`config.mk`:
```
export PLATFORM = sky130hd
export DESIGN_NAME = fan_speed_pi_controller
export DESIGN_NICKNAME = d
export VERILOG_FILES = /design/src/hdl/fspc_pkg.sv /design/src/hdl/fspc_div.sv /design/src/hdl/fan_speed_pi_controller.sv
export SDC_FILE = /design/constraint.sdc
export NUM_CORES = 2
export LEC_CHECK = 0
export BUFFER_PORTS_ARGS = -buffer_cell sky130_fd_sc_hd__buf_2
export CAP_MARGIN = 30
export CORE_MARGIN = 2
export CORE_UTILIZATION = 35
export DETAILED_ROUTE_END_ITERATION = 7
export HOLD_SLACK_MARGIN = 0.08
export SYNTH_ARGS = -nofsm -noshare
export SYNTH_HDL_FRONTEND = slang
export SYNTH_SLANG_ARGS = --single-unit
```
`constraint.sdc`:
```
create_clock -name clk -period 24.7 [get_ports clk]
set_clock_uncertainty 0.1 [all_clocks]
set_input_delay 1.235 -clock clk [delete_from_list [all_inputs] [get_ports clk]]
set_output_delay 1.235 -clock clk [all_outputs]
set_load 0.01 [all_outputs]
```
`src/hdl/fspc_pkg.sv`:
```
package fspc_pkg;

	localparam int unsigned CountClockHz   = 108000000;
	localparam int unsigned CounterModulus = 65536;

	localparam logic [1:0] REQ_OVERFLOW = 2'd0;
	localparam logic [1:0] REQ_CAPTURE  = 2'd1;
	localparam logic [1:0] REQ_TICK     = 2'd2;

	localparam logic [2:0] REG_TARGET = 3'd0;
	localparam logic [2:0] REG_KP     = 3'd1;
	localparam logic [2:0] REG_KI     = 3'd2;
	localparam logic [2:0] REG_DMIN   = 3'd3;
	localparam logic [2:0] REG_DMAX   = 3'd4;
	localparam logic [2:0] REG_PPR    = 3'd5;

	typedef struct packed {
		logic [1:0]  req_type;
		logic [15:0] capture_value;
	} in_word_t;

	typedef struct packed {
		logic [15:0] drive_value;
		logic [6:0]  duty_percent;
		logic [15:0] speed_rpm;
		logic        clamped;
	} out_word_t;

	// request and reply between sequencer and divider
	typedef struct packed {
		logic        start;
		logic [63:0] num;
		logic [63:0] den;
	} div_req_t;

	typedef struct packed {
		logic        done;
		logic [63:0] quo;
	} div_rsp_t;

endpackage

```
`src/hdl/fspc_div.sv`:
```
module fspc_div (
	input  logic              clk,
	input  logic              arst_n,
	input  fspc_pkg::div_req_t req,
	output fspc_pkg::div_rsp_t rsp
);
	import fspc_pkg::*;

	logic [63:0] rem_q;
	logic [63:0] quo_q;
	logic [63:0] den_q;
	logic [6:0]  cnt_q;
	logic        busy_q;
	logic        done_q;
	logic [64:0] trial;

	assign trial = {rem_q, quo_q[63]} - {1'b0, den_q};

	// restoring divide, one quotient bit a cycle
	always_ff @(posedge clk or negedge arst_n) begin
		if (!arst_n) begin
			busy_q <= 1'b0;
			done_q <= 1'b0;
			cnt_q  <= '0;
		end else begin
			done_q <= 1'b0;
			if (req.start) begin
				busy_q <= 1'b1;
				cnt_q  <= 7'd64;
				rem_q  <= '0;
				quo_q  <= req.num;
				den_q  <= req.den;
			end else if (busy_q) begin
				if (!trial[64]) begin
					rem_q <= trial[63:0];
					quo_q <= {quo_q[62:0], 1'b1};
				end else begin
					rem_q <= {rem_q[62:0], quo_q[63]};
					quo_q <= {quo_q[62:0], 1'b0};
				end
				cnt_q <= cnt_q - 7'd1;
				if (cnt_q == 7'd1) begin
					busy_q <= 1'b0;
					done_q <= 1'b1;
				end
			end
		end
	end

	assign rsp.done = done_q;
	assign rsp.quo  = quo_q;
endmodule

```
`src/hdl/fan_speed_pi_controller.sv`:
```
// Fan speed PI controller.
// Input channel (in_valid/in_stall/in_data) carries events: timer overflow,
// tach capture with a 16-bit count, or control tick. Output channel
// (out_valid/out_stall/out_data) carries one word per control tick: drive
// value, duty percent, speed used and clamp flag.
// An overflow or unused event is handled in the idle state. A capture runs
// one 64-step serial divide for the speed, or none for a zero or negative
// period or zero pulses per rev. A tick runs a 16x17 and a 16x32 product,
// then a 64-step divide for the duty; the next event is taken only after
// the word is registered. in_stall is high while an event is in work.
// The configuration port (cfg_we/cfg_index/cfg_data) writes a register
// while cfg_we is high; write only while idle.
// Reset clears the tach and integral state and loads register defaults.
// When the receiver stalls, the result word is held in the output register
// and in_stall stays high until the word is taken.
module fan_speed_pi_controller #(
	parameter int unsigned COUNT_CLOCK_HZ  = fspc_pkg::CountClockHz,
	parameter int unsigned COUNTER_MODULUS = fspc_pkg::CounterModulus
) (
	input  logic                clk,
	input  logic                arst_n,
	input  logic                in_valid,
	output logic                in_stall,
	input  fspc_pkg::in_word_t  in_data,
	output logic                out_valid,
	input  logic                out_stall,
	output fspc_pkg::out_word_t out_data,
	input  logic                cfg_we,
	input  logic [2:0]          cfg_index,
	input  logic [15:0]         cfg_data
);
	import fspc_pkg::*;

	localparam logic [63:0] SpeedNum = 64'(COUNT_CLOCK_HZ) * 64'd60;

	typedef enum logic [6:0] {
		ST_IDLE = 7'b0000001,
		ST_SDIV = 7'b0000010,
		ST_SWT  = 7'b0000100,
		ST_MP   = 7'b0001000,
		ST_MI   = 7'b0010000,
		ST_CLMP = 7'b0100000,
		ST_DWT  = 7'b1000000
	} state_t;

	state_t state_q;
	logic [15:0] target_q, kp_q, ki_q, dmin_q, dmax_q;
	logic [7:0]  ppr_q;
	logic [15:0] ovf_q, last_q, rpm_q;
	logic signed [31:0] esum_q;
	logic signed [16:0] err_q;
	logic signed [49:0] acc_q;
	logic [15:0] drive_q;
	logic        hit_q;
	logic        zero_q;
	div_req_t    dreq;
	div_rsp_t    drsp;
	out_word_t   out_q;
	logic        ovalid_q;

	// period and input-side values
	logic signed [33:0] steps;
	logic signed [33:0] esum_ext;
	logic signed [31:0] esum_sat;
	logic signed [49:0] prod;
	logic signed [49:0] mag;
	logic signed [49:0] qdrv;
	logic               hit_lo, hit_hi;
	logic signed [33:0] back_ext;
	logic [63:0]        sq;

	assign steps = 34'(ovf_q) * 34'(COUNTER_MODULUS)
		+ 34'($signed({1'b0, in_data.capture_value})) - 34'($signed({1'b0, last_q}));
	assign esum_ext = 34'(esum_q) + 34'(err_q);
	assign esum_sat = (esum_ext > 34'sh07FFFFFFF) ? 32'sh7FFFFFFF :
		(esum_ext < -34'sh080000000) ? 32'sh80000000 : esum_ext[31:0];
	// shared multiplier
	assign prod = (state_q == ST_MP)
		? 50'($signed({1'b0, kp_q})) * 50'(err_q)
		: 50'($signed({1'b0, ki_q})) * 50'(esum_q);
	assign mag  = acc_q[49] ? -acc_q : acc_q;
	assign qdrv = acc_q[49] ? -(mag >>> 16) : (mag >>> 16);
	assign hit_lo = qdrv < 50'($signed({1'b0, dmin_q}));
	assign hit_hi = qdrv > 50'($signed({1'b0, dmax_q}));
	assign back_ext = 34'(esum_q) - 34'(err_q);
	assign sq = drsp.quo;

	assign in_stall = (state_q != ST_IDLE) || (ovalid_q && out_stall);

	// register writes
	always_ff @(posedge clk or negedge arst_n) begin
		if (!arst_n) begin
			target_q <= 16'd5100;
			kp_q     <= 16'd3277;
			ki_q     <= 16'd655;
			dmin_q   <= 16'd0;
			dmax_q   <= 16'd5100;
			ppr_q    <= 8'd7;
		end else if (cfg_we) begin
			case (cfg_index)
				REG_TARGET: target_q <= cfg_data;
				REG_KP:     kp_q     <= cfg_data;
				REG_KI:     ki_q     <= cfg_data;
				REG_DMIN:   dmin_q   <= cfg_data;
				REG_DMAX:   dmax_q   <= cfg_data;
				REG_PPR:    ppr_q    <= cfg_data[7:0];
				default: ;
			endcase
		end
	end

	// sequencer
	always_ff @(posedge clk or negedge arst_n) begin
		if (!arst_n) begin
			state_q  <= ST_IDLE;
			ovf_q    <= '0;
			last_q   <= '0;
			rpm_q    <= '0;
			esum_q   <= '0;
			ovalid_q <= 1'b0;
			dreq     <= '0;
		end else begin
			dreq.start <= 1'b0;
			if (ovalid_q && !out_stall) ovalid_q <= 1'b0;
			case (state_q)
				ST_IDLE: begin
					if (in_valid && !in_stall) begin
						case (in_data.req_type)
							REQ_OVERFLOW: if (ovf_q != 16'hFFFF) ovf_q <= ovf_q + 16'd1;
							REQ_CAPTURE: begin
								last_q  <= in_data.capture_value;
								ovf_q   <= '0;
								if (steps <= 0 || ppr_q == 8'd0) begin
									rpm_q <= 16'hFFFF;
								end else begin
									dreq.start <= 1'b1;
									dreq.num   <= SpeedNum;
									dreq.den   <= 64'(ppr_q) * 64'(steps[32:0]);
									state_q    <= ST_SDIV;
								end
							end
							REQ_TICK: begin
								err_q   <= 17'($signed({1'b0, target_q}))
									- 17'($signed({1'b0, rpm_q}));
								state_q <= ST_MP;
							end
							default: ;
						endcase
					end
				end
				ST_SDIV: state_q <= ST_SWT;
				ST_SWT: if (drsp.done) begin
					rpm_q   <= (sq > 64'd65535) ? 16'hFFFF : sq[15:0];
					state_q <= ST_IDLE;
				end
				ST_MP: begin
					esum_q  <= esum_sat;
					acc_q   <= prod;
					state_q <= ST_MI;
				end
				ST_MI: begin
					acc_q   <= acc_q + prod;
					state_q <= ST_CLMP;
				end
				ST_CLMP: begin
					hit_q <= hit_lo || hit_hi;
					if (hit_lo) drive_q <= dmin_q;
					else if (hit_hi) drive_q <= dmax_q;
					else drive_q <= qdrv[15:0];
					if (hit_lo || hit_hi) begin
						esum_q <= (back_ext > 34'sh07FFFFFFF) ? 32'sh7FFFFFFF :
							(back_ext < -34'sh080000000) ? 32'sh80000000 : back_ext[31:0];
					end
					zero_q     <= (dmax_q == 16'd0);
					dreq.start <= 1'b1;
					dreq.num   <= 64'(hit_lo ? dmin_q : hit_hi ? dmax_q : qdrv[15:0])
						* 64'd100;
					dreq.den   <= 64'(dmax_q);
					state_q    <= ST_DWT;
				end
				ST_DWT: if (drsp.done) begin
					out_q.drive_value  <= drive_q;
					out_q.duty_percent <= zero_q ? 7'd0 :
						(sq > 64'd100) ? 7'd100 : sq[6:0];
					out_q.speed_rpm    <= rpm_q;
					out_q.clamped      <= hit_q;
					ovalid_q           <= 1'b1;
					state_q            <= ST_IDLE;
				end
				default: state_q <= ST_IDLE;
			endcase
		end
	end

	fspc_div u_div (
		.clk    (clk),
		.arst_n (arst_n),
		.req    (dreq),
		.rsp    (drsp)
	);

	assign out_valid = ovalid_q;
	assign out_data  = out_q;
endmodule
```
Word-level counts from Yosys, hierarchy flattened
Index checks and enable logic that the tools add are counted.
{"block": "totals", "wordCells": 168, "out_inout_bits": 42, "input_bits": 42, "reg_bits": 631}
{"block": "op_classes", "order_cmp": 9, "eq_ne": 27, "mux": 48, "multipliers": 4, "n_addsub": 11, "n_reduce_logical": 38}
{"cell": "2-to-1 mux 129 bit", "count": 3}
{"cell": "one-hot mux 129 bit (2 select lines)", "count": 1}
{"cell": "2-to-1 mux 64 bit", "count": 4}
{"cell": "2-to-1 mux 16 bit", "count": 10}
{"cell": "2-to-1 mux 32 bit", "count": 5}
{"cell": "2-to-1 mux 50 bit", "count": 3}
{"cell": "one-hot mux 50 bit (2 select lines)", "count": 1}
{"cell": "> comparator 33 x 32 -> 1 bit, second input constant", "count": 2}
{"cell": "less-than comparator 33 x 32 -> 1 bit, second input constant", "count": 2}
{"cell": "subtractor 65 x 64 -> 65 bit", "count": 1}
{"cell": "> comparator 64 x 16 -> 1 bit, second input constant", "count": 1}
{"cell": "> comparator 64 x 7 -> 1 bit, second input constant", "count": 1}
{"cell": "one-hot mux 16 bit (2 select lines)", "count": 2}
{"cell": "one-hot mux 32 bit (2 select lines)", "count": 1}
{"cell": "adder 50 bit", "count": 1}
{"cell": "> comparator 50 x 17 -> 1 bit", "count": 1}
{"cell": "less-than comparator 50 x 17 -> 1 bit", "count": 1}
{"cell": "negator 34 -> 50 bit", "count": 1}
{"cell": "negator 50 bit", "count": 1}
{"cell": "multiplier 17 x 32 -> 49 bit", "count": 1}
{"cell": "2-to-1 mux 7 bit", "count": 6}
{"cell": "one-hot mux 7 bit (6 select lines)", "count": 1}
{"cell": "multiplier 8 x 33 -> 41 bit", "count": 1}
{"cell": "<= comparator 34 x 1 -> 1 bit, second input constant", "count": 1}
{"cell": "other kinds (42)", "count": 85}

Logic depth before layout (Yosys ltp)
{"block": "logic_depth", "depth_word": 9, "depth_mapped": 48, "ltp_nobuf": 45}

Modules after synthesis
A second synthesis with hierarchy kept.
{"block": "unflattened", "cells_unflattened": 8032, "area_unflattened_um2": 73765.7}
{"mod": "fan_speed_pi_controller", "seq_area_each_um2": 9800.6, "cells_per_inst": 6879, "instances": 1, "area_each_um2": 61311.3}
{"mod": "fspc_div", "seq_area_each_um2": 5990.7, "cells_per_inst": 1153, "instances": 1, "area_each_um2": 12454.4}

Worst setup path after synthesis
Ideal clock, no wire load.
{"block": "synth_path", "path_kind": "reg-to-reg", "from": "reg kp_q[7]", "to": "reg acc_q[48] (data pin)", "path_slack_ps": 15358, "n_path_buf": 3, "required_time_ps": 24340, "stages_incl_launch_ff": 38, "setup_time_ps": 260, "synth_period_minus_slack_ps": 9342, "t_arrival_ps": 8983, "cell_sequence": "dfstp_2 -> clkbuf_1 -> nand2_1 -> fa_1 -> inv_1 -> fa_1 -> inv_1 -> fa_1 -> inv_1 -> fa_1 -> inv_1 -> fa_1 -> inv_1 -> fa_1 -> ha_1 -> a21o_1 -> a21o_1 -> a211oi_1 -> [2 not listed] -> a31oi_1 -> a41o_1 -> nor4_1 -> o31a_1 -> xnor2_1 -> and2_1 -> clkbuf_1 -> buf_1 -> nor2_1 -> ha_1 -> a21o_1 -> or3_1 -> a21o_1 -> a31oi_1 -> nand2b_1 -> a221oi_1 -> xnor2_1 -> mux2_2"}
{"block": "synth_via", "elab_chain_len": 4}
{"element": "start, declared", "line_no": "fan_speed_pi_controller.sv:47", "rtl": "logic [15:0] target_q, kp_q, ki_q, dmin_q, dmax_q;"}
{"element": "start signal, assigned", "line_no": "fan_speed_pi_controller.sv:102", "rtl": "REG_KP: kp_q <= cfg_data;"}
{"element": "multiplier 17 x 17 -> 34 bit (*)", "line_no": "fan_speed_pi_controller.sv:79", "rtl": "? 50'($signed({1'b0, kp_q})) * 50'(err_q)"}
{"element": "2-to-1 mux 50 bit (*)", "line_no": "fan_speed_pi_controller.sv:79"}
{"element": "adder 50 bit", "line_no": "fan_speed_pi_controller.sv:162", "rtl": "acc_q <= acc_q + prod;"}
{"element": "one-hot mux 50 bit (2 select lines) (*)", "line_no": "fan_speed_pi_controller.sv:125", "rtl": "case (state_q)"}
{"element": "end signal, assigned", "line_no": "fan_speed_pi_controller.sv:158", "rtl": "acc_q <= prod;"}
{"element": "end signal, assigned", "line_no": "fan_speed_pi_controller.sv:162"}
{"element": "end, declared", "line_no": "fan_speed_pi_controller.sv:52", "rtl": "logic signed [49:0] acc_q;"}
Mark *: on every way between the ends. The rest lies on a longest branch, timed or not.
A chain may end at the register's enable or synchronous reset.

Worst setup path in the final report
{"block": "layout_path", "from": "reg err_q[7]", "to": "reg acc_q[49] (data pin)"}
{"block": "layout_via", "elab_chain_len": 4}
{"element": "start, declared", "line_no": "fan_speed_pi_controller.sv:51", "rtl": "logic signed [16:0] err_q;"}
{"element": "start signal, assigned", "line_no": "fan_speed_pi_controller.sv:143", "rtl": "err_q <= 17'($signed({1'b0, target_q}))"}
{"element": "multiplier 17 x 17 -> 34 bit (*)", "line_no": "fan_speed_pi_controller.sv:79"}
{"element": "2-to-1 mux 50 bit (*)", "line_no": "fan_speed_pi_controller.sv:79"}
{"element": "adder 50 bit", "line_no": "fan_speed_pi_controller.sv:162"}
{"element": "one-hot mux 50 bit (2 select lines) (*)", "line_no": "fan_speed_pi_controller.sv:125"}
Marked as above.

==> flow_summary.yaml <==
layout:
  regArea_um2: 15100
  syn2layout_area_growth_pct: 8.18
  multiInputGateArea_um2: 49900
  num-fill-cells: 20111
  nets: 9202
  post-route-util_pct: 38.0
  final_layout_size_suffix_gt1_share_pct: 6.27
yosys:
  synth.avg_cell_area_um2: 9.11
  ys_types: 92
  yosysTopAreaCell: "fa_1"
  synth_edf_count: 294
  ys.flop_type: "edfxtp_1"
  yosysMostFrequentCell: "inv_1"
  ys_warn_count: 0
  synth_top_area_share_pct: 25.4
  ys_seq_area_share_pct: 21.3
  async_flop_share_pct: 45.9
  synth_seq_cells: 543
  syn_nets: 9297
  synth_area_leaders: "fa_1, edfxtp_1, ha_1"
  syn-cell-area_um2: 70900
  yosys-top-cells-count: "inv_1, nand2_1, fa_1, ha_1, nor2_1"
  postSynthCellCount: 7774
timing:
  hold_viol_final: 0
  period_minus_slack_ps: 10650
  setup_viol: 0
  rsz0062_at_grt: "no"
  max_freq_mhz: 93.9
  finalMaxSlewViolations: 0
  slew_headroom_pct: 28.6
  final.period_utilization_pct: 43.1
  fin_setup_tns_ps: 0
  worst_slew_pin_slew_ps: 1060
  setup_ws_ps: 14050
critical_path:
  cpMaxStageDelayCell: "edfxtp_1"
  max_stage_delay_ps: 820
  endpoint_kind: "flop"
  rrSetupSlack_ps: 14050
  timing.rr.end: "acc_q[49]"
  r2r_start: "err_q[7]"
  worstSetupStartpoint: "err_q[7]"
  path_class: "reg2reg"
  rr_worst_depth: 35
  arrival_ps: 10990
  required_ps: 25040
  startpoint_type: "flop"
  crit_end: "acc_q[49]"
  cp_max_fo: 18
drt:
  drt-pass1-iter-count: 5
  drc: 0
  wl_per_cell_um: 19.0
  wirelength_mm: 198
  drt_iter0_drc: 4162
  viasPerCell: 5.21
  vias: 54244
  drtAntennaViolNets: 0
place:
  io_buffers: 83
  place_congestion: 0.910
  dp_hpwl_mm: 155
  dp_worst_setup_slack_ps: 14060
grt:
  grt.overflow.total: 0
  grt_max_degree: 75
  grt_pass1_vias: 55446
  grtUsageTotal_pct: 19.3
  antenna_found_initial: 10
  grt_pass1_wl_mm: 316
clocking:
  post_cts_resized: 0
  htree_levels: 3
  cts_root_buffer: "clkbuf_16"
  cts.sinks: 543
  clock_latency_ps: 700
  numCtsBuffers: 70
  postCtsSetupBuffers: 0
  cts_tree: "yes"
  cts_max_path_buffers: 3
  postCtsHoldBufs: 0
  clk_pin_slew_worst_paths_ps: 50
floorplan:
  io_pins: 84
  std_cell_rows: 165
  core_um2: 202000
  die_h_um: 454
  fp.dieW_um: 454
  initial_utilization_pct: 35.1
  die_area_um2: 206000
status:
  status: "complete, no violations"
worst_hold_path:
  hold_class: "reg2reg"
run:
  maxCapViolations: 0
metal layers:
| layer | global-route usage [%] | up-vias | share of wire (%) |
|---|---|---|---|
| li1 | - | 25205 | - |
| met1 | 26.3 | 27344 | 44 |
| met2 | 31.3 | 1396 | 46 |
| met3 | 2.32 | 293 | 5.0 |
| met4 | 7.71 | 6 | 4.0 |
| met5 | 0 | - | 0.013 |
area by class of cell:
type                    count  share of cell area (%)
multi-input cells        5646                    65.0
clock inverters            30                   0.529
clock buffers              98                    2.58
diodes                      7                  0.0229
flip-flops and latches    543                    19.7
well taps                2672                    4.36
inverters                1260                    6.17
repair buffers            158                    1.58
critical path: cells and delay by family (launching register included):
kind            cells  cell delay, ps
flops               1             820
mux                 1             240
simple gates        4            1280
xor+xnor            2             440
compound gates     14            3350
buf+inv             6             330
fa+ha+maj           8            3820
cell usage in the layout, fill, tap and decap left out, types with 47 or more instances in the layout:
cell,instances
inv_1,1250
nand2_1,956
fa_1,900
ha_1,581
nor2_1,408
and2_1,395
a21oi_1,296
edfxtp_1,294
o21ai_0,287
dfrtp_1,214
xnor2_1,191
a21o_1,140
xor2_1,136
mux2_2,111
nor2b_1,107
nand3_1,102
nor3_1,90
buf_2,85
clkbuf_16,74
a211oi_1,72
nand2b_1,71
buf_4,58
nor4_1,54
o21a_1,52
or3_1,47
flip-flops by register name, summed over array words and instances (netlist names), 17 cells and up:
signal,cells
u_div.den_q,41
err_q,17
acc_q,50
dreq,64
u_div.quo_q,64
esum_q,32
out_data,40
u_div.rem_q,64
logic make-up (layout without fill, tap and decap cells):
| family | after synthesis | count (layout) | share of synthesized area (%) |
|---|---|---|---|
| compound gates | 1267 | 1267 | 11.7 |
| xor+xnor | 327 | 327 | 4.04 |
| fa+ha+maj | 1481 | 1481 | 35.7 |
| buf+inv | 1585 | 1546 | 8.45 |
| flops | 543 | 543 | 21.3 |
| mux | 151 | 151 | 2.33 |
| other cells | 0 | 7 | 0 |
| simple gates | 2420 | 2420 | 16.5 |
worst min path at each step:
stage | to | cells after the start | from
2_1_floorplan | out_data[0] | 0 | hit_q
3_3_place_gp | out_data[35] | 0 | drive_q[11]
3_5_place_dp | out_data[0] | 0 | hit_q
4_1_cts | out_data[0] | 0 | hit_q
5_1_grt | out_data[0] | 0 | hit_q
6_report | out_data[0] | 0 | hit_q
through the flow:
stage	instance area (um^2)	std cells	hold slack (ps)
2_1_floorplan	70900	7774	300
3_3_place_gp	73900	10259	308
3_5_place_dp	74200	10275	307
4_1_cts	76600	10403	320
5_1_grt	76600	10408	325
6_report	76600	10414	319
Power is not shown: default switching activity piles up to over one toggle a cycle in this logic, so the estimate is an artifact.
